--- src/rtl/small_set_store_defines.svh ---
// Assertion macros used by the set store RTL.
`ifndef SMALL_SET_STORE_DEFINES_SVH
`define SMALL_SET_STORE_DEFINES_SVH

// Check a condition in the same cycle as its trigger.
`define SSS_ASSERT_NOW(label, ante, cons) \
  label: assert property (@(posedge clk) disable iff (!rst_n) (ante) |-> (cons)) \
    else $error("small_set_store: same-cycle check failed");

// Check a condition in the cycle after its trigger.
`define SSS_ASSERT_NEXT(label, ante, cons) \
  label: assert property (@(posedge clk) disable iff (!rst_n) (ante) |=> (cons)) \
    else $error("small_set_store: next-cycle check failed");

`endif

--- src/rtl/sss_pkg.sv ---
`default_nettype none

package sss_pkg;

  localparam int DEF_CAPACITY = 16;
  localparam int VALUE_W      = 32;
  localparam int KIND_W       = 2;
  localparam int COUNT_W      = 5;

  // operation codes
  localparam logic [KIND_W-1:0] KIND_INSERT = 2'd0;
  localparam logic [KIND_W-1:0] KIND_REMOVE = 2'd1;
  localparam logic [KIND_W-1:0] KIND_LOOKUP = 2'd2;
  localparam logic [KIND_W-1:0] KIND_CLEAR  = 2'd3;

  // command broadcast to every cell of the row
  typedef struct packed {
    logic               ins;
    logic               del;
    logic               clr;
    logic [VALUE_W-1:0] key;
  } cell_cmd_t;

endpackage

`default_nettype wire

--- src/rtl/sss_cell.sv ---
`default_nettype none

module sss_cell import sss_pkg::*; (
  input  wire logic               clk,
  input  wire logic               rst_n,
  input  wire cell_cmd_t          cmd,
  input  wire logic               prev_occ,
  input  wire logic               next_occ,
  input  wire logic [VALUE_W-1:0] next_val,
  input  wire logic               kill_in,
  output      logic               kill_out,
  output      logic               match,
  output      logic               occ,
  output      logic [VALUE_W-1:0] val
);

  logic               occ_r, occ_nxt;
  logic [VALUE_W-1:0] val_r, val_nxt;
  logic               shift;

  assign match    = occ_r && (val_r == cmd.key);
  assign kill_out = kill_in | match;
  // take the right neighbor's word once the removed entry is at or left of us
  assign shift    = cmd.del && kill_out;

  always_comb begin
    occ_nxt = occ_r;
    val_nxt = val_r;
    if (cmd.clr) begin
      occ_nxt = 1'b0;
    end else if (shift) begin
      occ_nxt = next_occ;
      val_nxt = next_val;
    end else if (cmd.ins && prev_occ && !occ_r) begin
      occ_nxt = 1'b1;
      val_nxt = cmd.key;
    end
  end

  always_ff @(posedge clk) begin
    if (!rst_n) begin
      occ_r <= 1'b0;
    end else begin
      occ_r <= occ_nxt;
    end
  end

  always_ff @(posedge clk) begin
    val_r <= val_nxt;
  end

  assign occ = occ_r;
  assign val = val_r;

endmodule

`default_nettype wire

--- src/rtl/small_set_store.sv ---
// Set store with room for CAPACITY distinct signed 32-bit words, held in
// insertion order in a row of cells. A command is taken on any rising edge
// with start high; busy is always low, so one command is taken every cycle.
// Its result (hit, count, status) is shown on the out_ ports for exactly one
// cycle, marked by out_valid, in the cycle after the command was taken; the
// receiver cannot stall and must sample it then. Every cell compares its word
// against the key at once, and a remove closes the gap by having each cell
// at or right of the match (found by the match chain that runs along the row)
// take its right neighbor's word in the same cycle. Insert of a word already
// held reports hit; insert into a full store is dropped with status set.
// Clear empties the store and reports count zero. Reset empties it too.
`default_nettype none

`include "small_set_store_defines.svh"

module small_set_store import sss_pkg::*; #(
  parameter int CAPACITY = DEF_CAPACITY
) (
  input  wire logic                      clk,
  input  wire logic                      rst_n,
  input  wire logic                      start,
  output      logic                      busy,
  input  wire logic        [KIND_W-1:0]  in_kind,
  input  wire logic signed [VALUE_W-1:0] in_value,
  output      logic                      out_valid,
  output      logic                      out_hit,
  output      logic        [COUNT_W-1:0] out_count,
  output      logic                      out_status
);

  localparam int CNT_W = $clog2(CAPACITY + 1);

  logic                accept;
  cell_cmd_t           cmd;
  logic [CAPACITY-1:0] occ;
  logic [CAPACITY-1:0] match;
  logic [CAPACITY:0]   kill;
  logic [VALUE_W-1:0]  val [CAPACITY];

  logic [CNT_W-1:0] fill_r, fill_nxt;
  logic             hit, full;
  logic             is_ins, is_del, is_clr;

  logic               out_valid_r, out_hit_r, out_status_r;
  logic [COUNT_W-1:0] out_count_r;
  logic [CNT_W+COUNT_W-1:0] fill_ext;

  // one command per cycle: never hold off the requester
  assign busy   = 1'b0;
  assign accept = start && !busy;

  assign is_ins = accept && (in_kind == KIND_INSERT);
  assign is_del = accept && (in_kind == KIND_REMOVE);
  assign is_clr = accept && (in_kind == KIND_CLEAR);

  // the match chain leaves the last cell high when any cell holds the key
  assign hit  = kill[CAPACITY];
  assign full = (fill_r == CNT_W'(CAPACITY));

  // drop an insert that is a duplicate or that finds no free cell
  assign cmd.ins = is_ins && !hit && !full;
  assign cmd.del = is_del;
  assign cmd.clr = is_clr;
  assign cmd.key = in_value;

  assign kill[0] = 1'b0;

  // row of cells: cell 0 is the oldest entry, free cells sit on the right
  for (genvar i = 0; i < CAPACITY; i++) begin : g_cell
    logic               prev_occ_w, next_occ_w;
    logic [VALUE_W-1:0] next_val_w;

    if (i == 0) begin : g_first
      assign prev_occ_w = 1'b1;
    end else begin : g_inner
      assign prev_occ_w = occ[i-1];
    end

    if (i == CAPACITY - 1) begin : g_last
      assign next_occ_w = 1'b0;
      assign next_val_w = val[i];
    end else begin : g_body
      assign next_occ_w = occ[i+1];
      assign next_val_w = val[i+1];
    end

    sss_cell u_cell (
      .clk      (clk),
      .rst_n    (rst_n),
      .cmd      (cmd),
      .prev_occ (prev_occ_w),
      .next_occ (next_occ_w),
      .next_val (next_val_w),
      .kill_in  (kill[i]),
      .kill_out (kill[i+1]),
      .match    (match[i]),
      .occ      (occ[i]),
      .val      (val[i])
    );
  end

  // advance the fill count alongside the cells
  always_comb begin
    fill_nxt = fill_r;
    if (is_clr) begin
      fill_nxt = '0;
    end else if (cmd.ins) begin
      fill_nxt = fill_r + CNT_W'(1);
    end else if (is_del && hit) begin
      fill_nxt = fill_r - CNT_W'(1);
    end
  end

  // count port keeps the low bits of the fill count
  assign fill_ext = {{COUNT_W{1'b0}}, fill_nxt};

  always_ff @(posedge clk) begin
    if (!rst_n) begin
      fill_r      <= '0;
      out_valid_r <= 1'b0;
    end else begin
      fill_r      <= fill_nxt;
      out_valid_r <= accept;
    end
  end

  // result word: hold for the one cycle that out_valid marks
  always_ff @(posedge clk) begin
    out_hit_r    <= hit && !is_clr;
    out_count_r  <= fill_ext[COUNT_W-1:0];
    out_status_r <= is_ins && !hit && full;
  end

  assign out_valid  = out_valid_r;
  assign out_hit    = out_hit_r;
  assign out_count  = out_count_r;
  assign out_status = out_status_r;

  // fill count tracks the occupied cells
  `SSS_ASSERT_NOW(a_fill_matches_row, 1'b1, $countones(occ) == int'(fill_r))
  // occupied cells form an unbroken run from cell 0
  `SSS_ASSERT_NOW(a_row_packed, 1'b1, ((occ + CAPACITY'(1)) & occ) == '0)
  // a held word never appears in two cells
  `SSS_ASSERT_NOW(a_match_unique, 1'b1, $onehot0(match))
  // every taken command yields one result the next cycle
  `SSS_ASSERT_NEXT(a_result_follows, accept, out_valid)

endmodule

`default_nettype wire

--- config.mk ---
export PLATFORM = sky130hd
export DESIGN_NAME = small_set_store
export DESIGN_NICKNAME = d
export VERILOG_FILES = /design/src/rtl/sss_pkg.sv /design/src/rtl/sss_cell.sv /design/src/rtl/small_set_store.sv
export VERILOG_INCLUDE_DIRS = /design/src /design/src/rtl
export SDC_FILE = /design/constraint.sdc
export NUM_CORES = 1
export LEC_CHECK = 0
export CORE_MARGIN = 2
export CORE_UTILIZATION = 25
export CTS_BUF_LIST = sky130_fd_sc_hd__clkbuf_4 sky130_fd_sc_hd__clkbuf_8
export CTS_CLUSTER_DIAMETER = 30
export DETAILED_ROUTE_END_ITERATION = 7
export DONT_BUFFER_PORTS = 1
export GPL_ROUTABILITY_DRIVEN = 0
export SLEW_MARGIN = 25
export SYNTH_ARGS = -nofsm -noshare
export SYNTH_HDL_FRONTEND = slang
export SYNTH_SLANG_ARGS = --single-unit
--- constraint.sdc ---
create_clock -name clk -period 12.2 [get_ports clk]
set_input_delay 2.44 -clock clk [delete_from_list [all_inputs] [get_ports clk]]
set_output_delay 2.44 -clock clk [all_outputs]
set_load 0.02 [all_outputs]
==> metrics <==
outcome=complete, no violations; slowest stage delay, CP=670 ps; Detailed Place HPWL=55000 um; most frequent cells in the layout=edfxtp_1, mux2_2, xnor2_1, xor2_1, clkbuf_8; postcts setup bufs=0; Hold Path Depth=2; cell area after layout=0.0340 mm^2; Startpoint Class=primary input; Tot GR Track Use=0.134; unrepaired setup endpoints after global routing=false; #FFs+latches synth=roughly 540; most used cell, CP=buf_4; post-CTS sizing=0; Reg2Reg Depth=11; Seq/Total Area, Yosys=0.532; DRC=0; Syn Inst Count=2216; Die Span X=between 300 and 400 um; crit path cell chain=inv_1, o22ai_1, a2111oi_0, nand4_1, nand4_2, nor4_4, and3_1, buf_4, nand2_1, o22ai_2, buf_4; Max Cap Violations=0; placement row count=127; syn_nets=2255; mux share of post-synthesis cell area=0.177; H-Tree Depth=3; CP top delay family=simple AND/OR/NAND/NOR gates; Avg Inst Size Synth=13.5 um^2; Final Skew=45.3 ps; I/O pin cnt=46; Required @ worst endpoint=12630 ps; Initial Util=0.251; setup TNS=0 ps; Buf+Inv Stages, Crit Path=3; Post-DRT Antenna Nets=0; first-pass GRT wire length=123000 um; main flop type after synthesis=edfxtp_1; vias in the first global route=roughly 19000; relative slew slack=0.293; Max Clk Rate=184 MHz; cell area after placement=0.0312 mm^2; # port buffers=0; simple-gate share of the synthesized area=0.0787; cell area power density=131 mW/mm^2; final wirelength=82900 um; CP max FO=29; cts bufs inserted=116; Vias/cell=4.62; area delta synth->final=13.2%; die area=~0.12 mm^2; Slew Limit Fails=0; worst min path class=reg -> reg; post-DR wirelength/cell=21.3 um; TritonCTS clock tree=built; largest family of logic cells by synthesized area=multiplexers; Setup crit end kind=flop; clock root buffer=clkbuf_8; nets=2219; Final period util=0.446; Stages on worst setup path=11; Synth Area in Compound Gates=0.0238; Worst VDD drop=about 0.11 mV; Hold-fix buffers, CTS=0; commonest non-fill, non-tap cell in the layout=edfxtp_1; count of unique library cells instantiated by Yosys=66; ys async rst share=0; largest net degree at the start of global routing=38; crit path kind=in -> reg; slowest CP cell=nor4_4; antenna violations before repair=4; layout cells sized above 1=0.307; Post-Synth Adder-Cell Area=0.000834; actual slew at the worst max-slew pin=1060 ps; Iteration-0 DRC Markers=1840; Filler cells=12200; Vias=18000; Critical Path AT=5870 ps; gr ovfl total=0; Leakage=10.4 nW; XOR/XNOR share of the synthesized area=0.147; clock tree sinks=541; Clk pin slew, worst setup/hold paths=60 ps; clock period minus worst slack=5450 ps; Clk Latency, worst-skew pair=750 ps; Syn Std Cell Area=approximately 0.03 mm^2; core area=0.119 mm^2; chip height=350 um; final hold violations=0; Ys Warns=0; drt pass-1 iters=5; Final setup viols=0; worst-case clock buffer depth=3; number of synthesized flops with an enable pin=512
[Yosys cell counts (24+ instances only)]
master    instances  area (um^2)
buf_2            76          380
buf_4            46          345
clkbuf_1         37          139
dfxtp_1          29          581
edfxtp_1        512        15400
mux2_1           33          372
mux2_2          409         4610
nand2_1          62          233
nand3_1          31          155
nand4_1         103          644
nor2_1           24         90.1
nor3_1           24          120
nor4_1           80          500
o21ai_0          33          165
xnor2_1         299         2620
xor2_1          206         1800
[per-layer routing]
layer / track usage / vias up / part of all wire
met3: 0.0211 / 173 / 0.058
met2: 0.232 / 696 / 0.50
li1: - / 8171 / -
met4: 0.0533 / 0 / 0.031
met5: 0 / - / 0
met1: 0.165 / 8954 / 0.41
[through the flow]
| step | setup WS (ps) | power (mW) | hold slack [ps] | instances | utilization |
|---|---|---|---|---|---|
| after floorplan | 4950 | 2.30 | 473 | 2216 | - |
| after global placement | 6030 | 2.28 | 505 | 3670 | 0.261 |
| after detailed placement | 6010 | 2.28 | 528 | 3671 | 0.261 |
| after CTS | 6820 | 4.50 | 535 | 3887 | 0.283 |
| after global routing | 6550 | 4.61 | 578 | 3891 | 0.284 |
| final | 6750 | 4.46 | 535 | 3891 | 0.284 |
[logic make-up (layout without fill, tap and decap cells)]
family                   after synthesis  count (layout)
other                                  1               2
XOR/XNOR                             505             505
multiplexers                         466             466
adder cells (fa/ha/maj)                2               2
flip-flops                           541             541
buffers and inverters                205             267
AO/OA/AOI/OAI                         92              92
AND/OR/NAND/NOR                      404             404
[registers in the layout, indices dropped and copies added (netlist names)]
register / flops
fill_r: 5
g_cell.u_cell.occ: 16
g_cell.u_cell.val: 512
out_count: 5
out_hit: 1
out_status: 1
out_valid: 1
[layout make-up]
class                   count  area, um^2  share of cell area
multi-input cells        1470       12900               0.381
inverters                  20        75.1             0.00221
well taps                1612        2020              0.0594
diodes                      1        2.50           0.0000737
repair buffers             31         313             0.00921
flip-flops and latches    541       16000               0.470
clock buffers             136        1790              0.0527
clock inverters            80         865              0.0255
[path summary, 6_finish.rpt]
kind                           startpoint                        to  slack, ps
setup / recovery             in_value[14]  g_cell[2].u_cell.val[26]       6750
hold reg to reg                 fill_r[0]                 fill_r[0]        530
hold / removal                  fill_r[0]                 fill_r[0]        530
setup reg to reg  g_cell[2].u_cell.val[6]  g_cell[2].u_cell.val[26]       8070
[power by group]
| group | switching (mW) | internal, mW |
|---|---|---|
| Sequential | 0.00355 | 2.04 |
| Clock | 0.886 | 1.33 |
| Combinational | 0.0918 | 0.117 |
| Total | 0.982 | 3.48 |
[worst min-delay path: stages, from the launching register on]
cell and delay [ps]:
dfxtp_1 350, nand2_1 80, mux2i_1 60
No activity file was read; power rests on OpenSTA's default activity.
